File: config.mk
export PLATFORM = sky130hd
export DESIGN_NAME = frame_time_profiler
export DESIGN_NICKNAME = d
export VERILOG_FILES = /design/src/design/ftp_pkg.sv /design/src/design/ftp_ctrl.sv /design/src/design/ftp_datapath.sv /design/src/design/frame_time_profiler.sv
export SDC_FILE = /design/constraint.sdc
export NUM_CORES = 1
export LEC_CHECK = 0
export CAP_MARGIN = 40
export CORE_ASPECT_RATIO = 0.8
export CORE_MARGIN = 3
export CORE_UTILIZATION = 30
export CTS_CLUSTER_SIZE = 10
export DETAILED_ROUTE_END_ITERATION = 7
export DONT_BUFFER_PORTS = 1
export PLACE_DENSITY = 0.45
export SLEW_MARGIN = 0
export SYNTH_ARGS = -nofsm -noshare
export SYNTH_HDL_FRONTEND = slang
export SYNTH_SLANG_ARGS = --single-unit
File: constraint.sdc
create_clock -name i_clk -period 48.4 [get_ports i_clk]
set_input_delay 9.68 -clock i_clk [delete_from_list [all_inputs] [get_ports i_clk]]
set_output_delay 9.68 -clock i_clk [all_outputs]
set_load 0.005 [all_outputs]
File: src/design/ftp_pkg.sv
// ----------------------------------------------------------------------------
// ftp_pkg
// Shared types and constants for the frame-time profiler: field widths,
// register indexes, controller states and the command/status bundles.
// ----------------------------------------------------------------------------
package ftp_pkg;

    localparam int TimeW   = 24;
    localparam int CountW  = 32;
    localparam int BatchW  = 8;
    localparam int CfgAddrW = 1;
    localparam int CfgDataW = 8;
    localparam int InDataW  = 32;
    localparam int OutDataW = 280;
    localparam int StepW    = 5;

    localparam logic [CfgAddrW-1:0] REG_BATCH_LEN = 1'b0;
    localparam logic [CfgAddrW-1:0] REG_STREAM_EN = 1'b1;

    localparam logic CMD_SAMPLE = 1'b0;
    localparam logic CMD_CLEAR  = 1'b1;

    typedef enum logic [1:0] {
        ST_IDLE,
        ST_UPDATE,
        ST_DIVIDE,
        ST_EMIT
    } t_ftp_state;

    typedef struct packed {
        logic load;      // capture the input word
        logic update;    // apply sample or clear to the statistics
        logic div_step;  // one restoring division step
        logic out_load;  // move the finished result into the output register
    } t_ftp_cmd;

    typedef struct packed {
        logic report;    // the item being updated closes a batch
    } t_ftp_stat;

endpackage

File: src/design/ftp_ctrl.sv
// ----------------------------------------------------------------------------
// ftp_ctrl
// Controller: sequences capture, update, the serial divide for the batch
// average and the hand-over to the output register; owns the output valid.
// ----------------------------------------------------------------------------
module ftp_ctrl (
    input  logic              i_clk,
    input  logic              i_rst_n,
    input  logic              i_s_tvalid,
    output logic              o_s_tready,
    output logic              o_m_tvalid,
    input  logic              i_m_tready,
    input  ftp_pkg::t_ftp_stat i_stat,
    output ftp_pkg::t_ftp_cmd  o_cmd
);
    import ftp_pkg::*;

    t_ftp_state       r_state;
    t_ftp_state       n_state;
    logic [StepW-1:0] r_step;
    logic [StepW-1:0] n_step;
    logic             r_out_valid;
    logic             n_out_valid;
    logic             w_slot_free;
    logic             w_last_step;

    assign w_slot_free = !r_out_valid || i_m_tready;
    assign w_last_step = (r_step == {StepW{1'b1}});

    // next state
    always_comb begin
        n_state = r_state;
        unique case (r_state)
            ST_IDLE: begin
                if (i_s_tvalid) n_state = ST_UPDATE;
            end
            ST_UPDATE: begin
                n_state = i_stat.report ? ST_DIVIDE : ST_EMIT;
            end
            ST_DIVIDE: begin
                if (w_last_step) n_state = ST_EMIT;
            end
            ST_EMIT: begin
                if (w_slot_free) n_state = ST_IDLE;
            end
            default: n_state = ST_IDLE;
        endcase
    end

    // outputs
    always_comb begin
        o_cmd      = '0;
        o_s_tready = 1'b0;
        unique case (r_state)
            ST_IDLE: begin
                // hold off the sender while in reset
                o_s_tready = i_rst_n;
                o_cmd.load = i_s_tvalid && i_rst_n;
            end
            ST_UPDATE: begin
                o_cmd.update = 1'b1;
            end
            ST_DIVIDE: begin
                o_cmd.div_step = 1'b1;
            end
            ST_EMIT: begin
                o_cmd.out_load = w_slot_free;
            end
            default: o_cmd = '0;
        endcase
    end

    always_comb begin
        n_step = r_step;
        if (o_cmd.update)   n_step = '0;
        if (o_cmd.div_step) n_step = r_step + 1'b1;
        n_out_valid = r_out_valid;
        if (i_m_tready)     n_out_valid = 1'b0;
        if (o_cmd.out_load) n_out_valid = 1'b1;
    end

    always_ff @(posedge i_clk) begin
        if (!i_rst_n) begin
            r_state     <= ST_IDLE;
            r_step      <= '0;
            r_out_valid <= 1'b0;
        end else begin
            r_state     <= n_state;
            r_step      <= n_step;
            r_out_valid <= n_out_valid;
        end
    end

    assign o_m_tvalid = r_out_valid;

endmodule

File: src/design/ftp_datapath.sv
// ----------------------------------------------------------------------------
// ftp_datapath
// Datapath: configuration registers, lifetime and batch statistics, the
// restoring 32-bit divider for the batch average and the output register.
// ----------------------------------------------------------------------------
module ftp_datapath (
    input  logic                            i_clk,
    input  logic                            i_rst_n,
    input  logic                            i_cfg_we,
    input  logic [ftp_pkg::CfgAddrW-1:0]    i_cfg_addr,
    input  logic [ftp_pkg::CfgDataW-1:0]    i_cfg_data,
    input  logic [ftp_pkg::InDataW-1:0]     i_s_tdata,
    input  logic                            i_s_tuser,
    output logic [ftp_pkg::OutDataW-1:0]    o_m_tdata,
    output logic                            o_m_tuser,
    input  ftp_pkg::t_ftp_cmd               i_cmd,
    output ftp_pkg::t_ftp_stat              o_stat
);
    import ftp_pkg::*;

    // configuration
    logic [BatchW-1:0] r_batch_len;
    logic              r_stream_en;

    // captured input word
    logic              r_cmd;
    logic [TimeW-1:0]  r_time;
    logic              r_ovr;

    // lifetime set
    logic [TimeW-1:0]  r_l_min,  n_l_min;
    logic [TimeW-1:0]  r_l_max,  n_l_max;
    logic [CountW-1:0] r_l_sum,  n_l_sum;
    logic [CountW-1:0] r_l_cnt,  n_l_cnt;
    logic [CountW-1:0] r_l_ovr,  n_l_ovr;

    // batch set
    logic [TimeW-1:0]  r_w_min,  n_w_min;
    logic [TimeW-1:0]  r_w_max,  n_w_max;
    logic [CountW-1:0] r_w_sum,  n_w_sum;
    logic [CountW-1:0] r_w_cnt,  n_w_cnt;
    logic [CountW-1:0] r_w_ovr,  n_w_ovr;

    // report snapshot and divider
    logic              r_rep;
    logic [CountW-1:0] r_rep_frames;
    logic [TimeW-1:0]  r_rep_min;
    logic [TimeW-1:0]  r_rep_max;
    logic [CountW-1:0] r_rep_ovr;
    logic [CountW-1:0] r_rem;
    logic [CountW-1:0] r_quo;
    logic [CountW-1:0] r_div;
    logic [CountW:0]   w_trial;
    logic              w_fits;
    logic              w_report;

    logic [OutDataW-1:0] r_out_data;
    logic                r_out_user;

    always_ff @(posedge i_clk) begin
        if (!i_rst_n) begin
            r_batch_len <= BatchW'(1);
            r_stream_en <= 1'b0;
        end else if (i_cfg_we) begin
            unique case (i_cfg_addr)
                REG_BATCH_LEN: begin
                    // drop a zero batch size
                    if (i_cfg_data != '0) r_batch_len <= i_cfg_data[BatchW-1:0];
                end
                REG_STREAM_EN: r_stream_en <= i_cfg_data[0];
                default: ;
            endcase
        end
    end

    always_ff @(posedge i_clk) begin
        if (i_cmd.load) begin
            r_cmd  <= i_s_tuser;
            r_time <= i_s_tdata[TimeW-1:0];
            r_ovr  <= i_s_tdata[TimeW];
        end
    end

    // sample applied to both sets; a zero count seeds min and max
    always_comb begin
        n_l_min = (r_l_cnt == '0 || r_time < r_l_min) ? r_time : r_l_min;
        n_l_max = (r_l_cnt == '0 || r_time > r_l_max) ? r_time : r_l_max;
        n_l_sum = r_l_sum + CountW'(r_time);
        n_l_cnt = r_l_cnt + 1'b1;
        n_l_ovr = r_l_ovr + CountW'(r_ovr);
        n_w_min = (r_w_cnt == '0 || r_time < r_w_min) ? r_time : r_w_min;
        n_w_max = (r_w_cnt == '0 || r_time > r_w_max) ? r_time : r_w_max;
        n_w_sum = r_w_sum + CountW'(r_time);
        n_w_cnt = r_w_cnt + 1'b1;
        n_w_ovr = r_w_ovr + CountW'(r_ovr);
    end

    assign w_report = (r_cmd == CMD_SAMPLE) && r_stream_en &&
                      (n_w_cnt >= CountW'(r_batch_len)) && (n_w_cnt != '0);
    assign o_stat.report = w_report;

    assign w_trial = {r_rem, r_quo[CountW-1]};
    assign w_fits  = (w_trial >= {1'b0, r_div});

    always_ff @(posedge i_clk) begin
        if (!i_rst_n) begin
            r_l_min <= '0; r_l_max <= '0; r_l_sum <= '0; r_l_cnt <= '0; r_l_ovr <= '0;
            r_w_min <= '0; r_w_max <= '0; r_w_sum <= '0; r_w_cnt <= '0; r_w_ovr <= '0;
        end else if (i_cmd.update) begin
            if (r_cmd == CMD_CLEAR) begin
                r_l_min <= '0; r_l_max <= '0; r_l_sum <= '0; r_l_cnt <= '0;
                r_l_ovr <= '0;
                r_w_min <= '0; r_w_max <= '0; r_w_sum <= '0; r_w_cnt <= '0;
                r_w_ovr <= '0;
            end else begin
                r_l_min <= n_l_min; r_l_max <= n_l_max; r_l_sum <= n_l_sum;
                r_l_cnt <= n_l_cnt; r_l_ovr <= n_l_ovr;
                if (w_report) begin
                    // batch goes to the report; start a fresh one
                    r_w_min <= '0; r_w_max <= '0; r_w_sum <= '0; r_w_cnt <= '0;
                    r_w_ovr <= '0;
                end else begin
                    r_w_min <= n_w_min; r_w_max <= n_w_max; r_w_sum <= n_w_sum;
                    r_w_cnt <= n_w_cnt; r_w_ovr <= n_w_ovr;
                end
            end
        end
    end

    always_ff @(posedge i_clk) begin
        if (i_cmd.update) begin
            r_rep <= w_report;
            r_rem <= '0;
            if (w_report) begin
                r_rep_frames <= n_w_cnt;
                r_rep_min    <= n_w_min;
                r_rep_max    <= n_w_max;
                r_rep_ovr    <= n_w_ovr;
                r_quo        <= n_w_sum;
                r_div        <= n_w_cnt;
            end else begin
                r_rep_frames <= '0;
                r_rep_min    <= '0;
                r_rep_max    <= '0;
                r_rep_ovr    <= '0;
                r_quo        <= '0;
                r_div        <= '0;
            end
        end else if (i_cmd.div_step) begin
            // shift the next dividend bit in, subtract where it fits
            r_rem <= w_fits ? CountW'(w_trial - {1'b0, r_div}) : w_trial[CountW-1:0];
            r_quo <= {r_quo[CountW-2:0], w_fits};
        end
    end

    always_ff @(posedge i_clk) begin
        if (i_cmd.out_load) begin
            r_out_user <= r_rep;
            r_out_data <= {r_l_ovr, r_l_cnt, r_l_sum, r_l_max, r_l_min,
                           r_rep_ovr, r_rep_max, r_rep_min, r_quo[TimeW-1:0],
                           r_rep_frames};
        end
    end

    assign o_m_tdata = r_out_data;
    assign o_m_tuser = r_out_user;

endmodule

File: src/design/frame_time_profiler.sv
// ----------------------------------------------------------------------------
// frame_time_profiler
// Flow: capture, update, then for a closing batch the 32 steps of the serial
// divider for the batch average, then hand-over to the output register.
// A new word is accepted only once the previous result is in that register.
// Reset: batch length 1, streaming off, all statistics zero, output empty.
// Frame-time statistics, lifetime and per batch, with batch reports.
// ----------------------------------------------------------------------------
module frame_time_profiler (
    input  logic                          i_clk,
    input  logic                          i_rst_n,
    input  logic                          i_cfg_we,
    input  logic [ftp_pkg::CfgAddrW-1:0]  i_cfg_addr,
    input  logic [ftp_pkg::CfgDataW-1:0]  i_cfg_data,
    input  logic                          i_s_tvalid,
    output logic                          o_s_tready,
    // frame_time [23:0], overrun [24], zero [31:25]
    input  logic [ftp_pkg::InDataW-1:0]   i_s_tdata,
    // cmd
    input  logic                          i_s_tuser,
    output logic                          o_m_tvalid,
    input  logic                          i_m_tready,
    // batch_frames [31:0], batch_average [55:32], batch_minimum [79:56],
    // batch_maximum [103:80], batch_overruns [135:104], life_minimum [159:136],
    // life_maximum [183:160], life_sum [215:184], life_frames [247:216],
    // life_overruns [279:248]
    output logic [ftp_pkg::OutDataW-1:0]  o_m_tdata,
    // report_valid
    output logic                          o_m_tuser
);
    import ftp_pkg::*;

    t_ftp_cmd  w_cmd;
    t_ftp_stat w_stat;

    ftp_ctrl u_ctrl (
        .i_clk      (i_clk),
        .i_rst_n    (i_rst_n),
        .i_s_tvalid (i_s_tvalid),
        .o_s_tready (o_s_tready),
        .o_m_tvalid (o_m_tvalid),
        .i_m_tready (i_m_tready),
        .i_stat     (w_stat),
        .o_cmd      (w_cmd)
    );

    ftp_datapath u_datapath (
        .i_clk      (i_clk),
        .i_rst_n    (i_rst_n),
        .i_cfg_we   (i_cfg_we),
        .i_cfg_addr (i_cfg_addr),
        .i_cfg_data (i_cfg_data),
        .i_s_tdata  (i_s_tdata),
        .i_s_tuser  (i_s_tuser),
        .o_m_tdata  (o_m_tdata),
        .o_m_tuser  (o_m_tuser),
        .i_cmd      (w_cmd),
        .o_stat     (w_stat)
    );

endmodule
== Yosys cells after proc, flatten, opt, wreduce, memory -nomap -nowiden ==
Cells that the tools add are included.
W data, S select, Z words.
Operators by class
  magnitude comparators: 6
  multiplexer cells: 37
  add/sub/neg operators: 8
  bitwise gates (word level): 2
  equality and inequality tests: 7
  reduce and logical (&&, ||, !) cells: 24
Operator list (number)
  $mux W32: 13
  $mux W24: 10
  $add A32 B1 Y32: 2
  $add A32 B1 Y32 const B: 2
  $add A32 B24 Y32: 2
  $logic_not A32 Y1: 2
  $gt A24 B24 Y1: 2
  $lt A24 B24 Y1: 2
  $ge A33 B32 Y1: 1
  $ge A32 B8 Y1: 1
  $reduce_bool A32 Y1: 1
  $sub A32 B32 Y32: 1
  $mux W5: 2
  $mux W1: 8
  $pmux W2 S4: 1
  $reduce_bool A2 Y1: 4
  $reduce_bool A8 Y1: 1
  $mux W2: 3
  $reduce_and A2 Y1: 3
  $reduce_and A3 Y1: 2
  $add A5 B1 Y5 const B: 1
  $eq A5 B5 Y1 const B: 1
  $logic_or A1 B1 Y1: 5
  $eq A2 B2 Y1 const B: 2
  other kinds (7): 12
Storage, ports and cells
  register bits after elaboration: 789
  bits of input ports: 47
  output and inout port bits: 283
  logic and storage cells: 111

== Logic depth before layout (Yosys ltp) ==
Gate-level depths: netlist of the first run.
  depth after elaboration: 6
  gate-level depth with buffers: 16
  depth with buffers taken out: 13

== Modules after synthesis ==
Synthesis of the first run repeated with hierarchy kept, for this count alone.
Unflattened totals
  cells, all modules: 3364
  area, all modules: 36631.4 um2
Modules (own cells, without submodules)
  ftp_datapath: cells an instance 3309, seq. area each 20159.3 um2, area an instance 36149.7 um2, times used 1
  ftp_ctrl: cells an instance 55, seq. area each 160.2 um2, area an instance 481.7 um2, times used 1

== Worst setup path after synthesis of the first run ==
No wires, ideal clock.
  path type: in2reg
  start point: input i_m_tready
  end point: register u_datapath.r_out_data[0] (netlist: u_datapath.o_m_tdata[0]) (enable)
  stages on the path: 2
  buffers on the path: 0
  library setup time: 0.962 ns
  path slack: 25.310 ns
  data required time: 47.438 ns
  data arrival time: 22.128 ns
  cell sequence: nor2b_1 -> nor2b_1
Between the ends
  word-level cells in the longest chain between the ends: 2
RTL lines
  start: declaration: RTL line frame_time_profiler.sv:22  | input logic i_m_tready,
  $logic_or A1 B1 Y1: RTL line ftp_ctrl.sv:27  | assign w_slot_free = !r_out_valid || i_m_tready;
  $mux W1: RTL line ftp_ctrl.sv:54  | unique case (r_state)
  end signal: assignment: RTL line ftp_datapath.sv:159  | r_out_data <= {r_l_ovr, r_l_cnt, r_l_sum, r_l_max, r_l_min,
  end: declaration: RTL line ftp_datapath.sv:57  | logic [OutDataW-1:0] r_out_data;
Every way passes these cells.
A chain may end at the register's enable or synchronous reset.

== Worst setup path in the final report of the first run ==
  start point: input i_rst_n
  end point: output o_s_tready
Between the ends
  word-level cells in the longest chain between the ends: 1
RTL lines
  start: declaration: RTL line frame_time_profiler.sv:11  | input logic i_rst_n,
  $mux W1: RTL line ftp_ctrl.sv:54
  end: declaration: RTL line frame_time_profiler.sv:16  | output logic o_s_tready,
Every way passes these cells.

==> results_dict.tcl, run 1 <==
set metrics [dict create \
    wl_per_cell_um 21.0 \
    die_x_um 396 \
    h-tree-depth 3 \
    hpwl_um 72200 \
    fill_cells 11900 \
    io_pins 330 \
    grt_pass1_wl_um 158000 \
    cp_top_family "simple AND/OR/NAND/NOR gates" \
    cts_buffer_depth 3 \
    antenna_found_initial 4 \
    area_growth_pct 13.3 \
    grt_max_degree 144 \
    clock-sinks 789 \
    worstPathRequired_ns 38.72 \
    fin_crit_sh_pct 40.8 \
    clkLatencyLatePin_ns 0.70 \
    status "finished clean" \
    synth-edff-count 452 \
    final_cell_mix "edfxtp_1, dfxtp_1, nor2_1, nand2_1, ha_1" \
    fin_worst_skew_ns 0.0322 \
    p_per_area_mw_per_mm2 53.1 \
    gr-total-overflow 0 \
    drt_pass1_iterations 7 \
    syn_avg_cell_area_um2 11.0 \
    synthArstFlopShare_pct 0 \
    ys_types 82 \
    tightest_slew_ns 0.924 \
    drc 0 \
    cp_slowest_stage_delay_ns 0.32 \
    synth_top_area_cell "edfxtp_1" \
    synthTopCellsByArea "edfxtp_1, dfxtp_1, ha_1" \
    n_antenna_cell 0 \
    portBuffers 0 \
    rows 113 \
    post_cts_buffers 0 \
    rsz0062_at_grt "false" \
    crit_path_start_kind "input port" \
    via_count 24800 \
    power.leakage_nw 14.9 \
    power.total_mw 2.19 \
    hold_buffers 0 \
    cts_root_buffer "clkbuf_16" \
    final_area_mm2 0.0413 \
    finalHoldViolations 0 \
    crit_buf_inv 1 \
    drt_iter0_drc 1553 \
    fp.dieH_um 318 \
    r2r_slack_ns 42.80 \
    drive_above_1_share_pct 6.43 \
    place_area_mm2 0.0384 \
    wl_um 105000 \
    grt_usage_pct 16.4 \
    ys_ff_latch 789 \
    start_util_pct 30.5 \
    ys_seq_area_share_pct 55.7 \
    grt_pass1_vias 23600 \
    worstPathArrival_ns 10.08 \
    cts_tree "built" \
    fin_nets 3555 \
    dp_cells 4822 \
    path_clk_slew_ns 0.06 \
    slew_headroom_pct 38.4 \
    layout.cells.most_common "edfxtp_1" \
    place_congestion 0.816 \
    hp-class "flop to flop" \
    yosysWarnings 0 \
    synth_area_mm2 0.0365 \
    cp_max_fo 35 \
    drv_slew 0 \
    core_mm2 0.120 \
    timing.critical_path.slowest_stage_cell "nor2_1" \
    fp.dieArea_mm2 0.126 \
    synth-main-ff-cell "edfxtp_1" \
    synthCells 3310 \
    via_per_inst 4.96 \
    cts_buffers 94 \
    critPathCaptureType "output port" \
    fmaxAchievable_ghz 0.0506 \
    min_period_ns 19.76 \
    maxCapViolCount 0 \
    synth_nets 3557 \
    cts_repair_resize_count 0 \
    criticalPathCategory "input port to output port" \
    setup_tns_ns 0 \
    crit_path_cell_trace "clkinv_2, nor2_1" \
    ant_nets 0 \
    finalSetupViolations 0 \
    yosysTopAreaCellShare_pct 37.2 \
    ir_worst_vdd_v 0.0000293 \
    fin_cells 4999 \
    fin_hold_ws_ns 0.413 \
]
## metal layers
layer  vias to the layer above  track usage, %  part of all wire [%]
met4                         0            4.08                   2.3
met5                         -               0                     0
met1                     12000            23.4                    49
li1                      12100               -                     -
met2                       529            23.9                    42
met3                       131            5.15                   7.1
## kinds of logic (layout without fill, tap and decap cells)
group,Yosys count,in the layout,synth area share (%)
AO/OA/AOI/OAI,744,744,14.0
XOR/XNOR,192,192,4.61
adder cells (fa/ha/maj),200,200,6.92
buffers and inverters,349,428,3.97
flip-flops,789,789,55.7
multiplexers,76,76,2.09
AND/OR/NAND/NOR,960,960,12.7
## final timing paths
| kind | start | endpoint | depth (start not counted) |
|---|---|---|---|
| worst max-delay path | i_rst_n | o_s_tready | 2 |
| worst min-delay path | u_datapath.r_rep_min[17] | u_datapath.o_m_tdata[73] | 0 |
| worst max register to register | u_datapath.r_w_cnt[0] | u_datapath.r_rep_min[22] | 11 |
| worst min register to register | u_datapath.r_rep_min[17] | u_datapath.o_m_tdata[73] | 0 |
## flip-flops by register name, indices dropped and copies added (netlist names), 32 cells and up
name / count
u_datapath.o_m_tdata: 280
u_datapath.r_l_cnt: 32
u_datapath.r_l_ovr: 32
u_datapath.r_l_sum: 32
u_datapath.r_quo: 32
u_datapath.r_rem: 32
u_datapath.r_rep_frames: 32
u_datapath.r_rep_ovr: 32
u_datapath.r_w_cnt: 32
u_datapath.r_w_ovr: 32
u_datapath.r_w_sum: 32
## synthesized netlist by cell type (39+ instances only)
cell type and number:
a21oi_1 190, dfxtp_1 337, xnor2_1 97, ha_1 197, a211oi_1 60, a31oi_1 67, mux2i_1 75, o21ai_0 100
nand4_1 49, nor2b_1 40, and3_1 39, edfxtp_1 452, nand3_1 91, a21o_1 62, a22o_1 75, clkbuf_1 101
inv_1 192, xor2_1 95, nor2_1 315, nand2_1 229
## power breakdown
group | leakage (nW) | total, mW | switching [mW] | internal, mW
sequential | 6.93 | 0.943 | 0.0841 | 0.859
combinational | 6.61 | 0.577 | 0.360 | 0.217
clock | 1.38 | 0.673 | 0.291 | 0.382
## per-stage QoR
step                utilization [%]  setup slack [ns]
floorplan                         -             25.31
global placement               31.9             28.67
detailed placement             32.1             28.66
CTS                            34.5             28.66
global route                   34.5             28.64
finish                         34.5             28.64
## layout make-up
type	count	area [um2]	area share, %
timing repair buffer	57	576	1.39
tap	1610	2010	4.88
sequential	789	20300	49.2
inverter	194	729	1.77
clock inverter	18	216	0.524
clock buffer	159	2670	6.45
multi-input combinational	2172	14800	35.8
(Power assumes the default switching activity.)
==> run 2: changes to the inputs <==
==> constraint.sdc (replaced) <==
create_clock -name i_clk -period 19.5 [get_ports i_clk]
set_input_delay 3.9 -clock i_clk [delete_from_list [all_inputs] [get_ports i_clk]]
set_output_delay 3.9 -clock i_clk [all_outputs]
set_load 0.005 [all_outputs]
==> run 2 against run 1 <==
Sequential share of layout area down 0.074 points. Clock skew fell by 0.012 ns. Core utilization increased by 0.052 points. Combinational power is 150% higher. Non-clock buffer count rose by 2. Critical path depth unchanged. Routed wire length is 0.79% higher. Total power is 150% higher. Die area unchanged. Clock power grew to 2.5 times the previous value. Largest cell class unchanged. Largest power group unchanged.
==> results_dict.tcl, run 2 (same netlist as run 1, synthesis figures left out) <==
set metrics [dict create \
    grt_usage_pct 16.5 \
    status "finished clean" \
    antenna_found_initial 2 \
    slew_headroom_pct 41.4 \
    via_per_inst 4.93 \
    place_congestion 0.821 \
    p_per_area_mw_per_mm2 132 \
    worstPathArrival_ns 4.45 \
    cts_root_buffer "clkbuf_16" \
    rows 113 \
    fin_nets 3557 \
    cp_max_fo 35 \
    area_growth_pct 13.5 \
    cts_buffer_depth 3 \
    switching_share_pct 33.3 \
    grt_pass1_vias 23600 \
    cts_buffers 94 \
    fin_crit_sh_pct 42.8 \
    pre_cts_slack_ns 11.17 \
    drive_above_1_share_pct 6.49 \
    cp_slowest_stage_delay_ns 0.38 \
    grt_max_degree 136 \
    ir_worst_vdd_v 0.0000699 \
    ant_nets 0 \
    cts_repair_resize_count 0 \
    post_cts_buffers 0 \
    power_frac_comb_pct 26.2 \
    die_x_um 396 \
    cp_top_family "simple AND/OR/NAND/NOR gates" \
    grt_pass1_wl_um 158000 \
    core_mm2 0.120 \
    fmaxAchievable_ghz 0.120 \
    multi_input_area_mm2 0.0148 \
    rsz0062_at_grt "false" \
    power.leakage_nw 15.0 \
    p_int_mw 3.65 \
    finalSetupViolations 0 \
    layout.cells.most_common "edfxtp_1" \
    clkLatencyLatePin_ns 0.69 \
    fill_cells 12000 \
    portBuffers 0 \
    drt_pass1_iterations 5 \
    final_cell_mix "edfxtp_1, dfxtp_1, nor2_1, nand2_1, ha_1" \
    fin_cells 5002 \
    crit_path_cell_trace "clkinv_2, nor2_1" \
    fp.dieArea_mm2 0.126 \
    setup_tns_ns 0 \
    via_count 24700 \
    finalHoldViolations 0 \
    largest_reg_flops 280 \
    path_clk_slew_ns 0.05 \
    timing.critical_path.slowest_stage_cell "nor2_1" \
    wl_per_cell_um 21.2 \
    maxCapViolCount 0 \
    worstPathRequired_ns 15.60 \
    cts_tree "built" \
    start_util_pct 30.5 \
    fin_worst_skew_ns 0.0202 \
    min_period_ns 8.35 \
    hp-class "flop to flop" \
    critPathCaptureType "output port" \
    criticalPathCategory "input port to output port" \
    dp_cells 4824 \
    drv_slew 0 \
    tightest_slew_ns 0.878 \
    crit_buf_inv 1 \
    clock-sinks 789 \
    p_clk_share_pct 31.0 \
    h-tree-depth 3 \
    drc 0 \
    regArea_mm2 0.0203 \
    hpwl_um 72500 \
    hold_buffers 0 \
    wl_um 106000 \
    drt_iter0_drc 1672 \
    p_seq_share_pct 42.8 \
    gr-total-overflow 0 \
    setup_slack_ns 11.15 \
    crit_path_start_kind "input port" \
    fp.dieH_um 318 \
    switching_power_mw 1.82 \
    io_pins 330 \
]
run 2: cell count changes in the layout (fill, tap and decap cells not counted), sizes merged:
cell	before	now
buf	57	59
bufinv	1	3
clkbuf	159	162
clkinv	14	11
diode	0	1
inv	197	195
run 2: final timing paths:
check | start | end | slack, ns | cells past startpoint
worst max-delay path | i_rst_n | o_s_tready | 11.15 | 2
worst min-delay path | u_datapath.r_rep_ovr[16] | u_datapath.o_m_tdata[120] | 0.42 | 0
worst max register to register | u_datapath.r_w_cnt[0] | u_datapath.r_quo[31] | 13.79 | 12
worst min register to register | u_datapath.r_rep_ovr[16] | u_datapath.o_m_tdata[120] | 0.42 | 0
run 2: through the flow:
stage          utilization, %  hold WS, ns  instance area, um2  power (mW)
2_1_floorplan               -        0.400               36500        3.36
3_3_place_gp             31.9        0.403               38200        3.80
3_5_place_dp             32.2        0.405               38500        3.83
4_1_cts                  34.6        0.418               41400        5.57
5_1_grt                  34.6        0.423               41400        5.83
6_report                 34.6        0.416               41400        5.47
run 2: area by class of cell:
| type | instances | share of cell area [%] |
|---|---|---|
| sequential | 789 | 49.1 |
| timing repair buffer | 59 | 1.45 |
| clock buffer | 162 | 6.55 |
| multi-input combinational | 2172 | 35.8 |
| tap | 1610 | 4.87 |
| clock inverter | 15 | 0.508 |
| antenna | 1 | 0.00605 |
| inverter | 194 | 1.76 |
run 2: routing by layer:
layer | GRT usage (%) | vias to the layer above | share of wire, %
met4 | 4.34 | 0 | 2.4
li1 | - | 12100 | -
met3 | 4.91 | 142 | 6.4
met1 | 23.8 | 11900 | 49
met5 | 0 | - | 0
met2 | 23.9 | 519 | 42
run 2: power by group through the flow:
stage,combinational (mW),clock (mW),sequential (mW)
finish,1.44,1.69,2.34
global placement,1.41,0,2.39
global route,1.62,1.83,2.38
floorplan,1.05,0,2.31
detailed placement,1.44,0,2.38
CTS,1.45,1.76,2.35
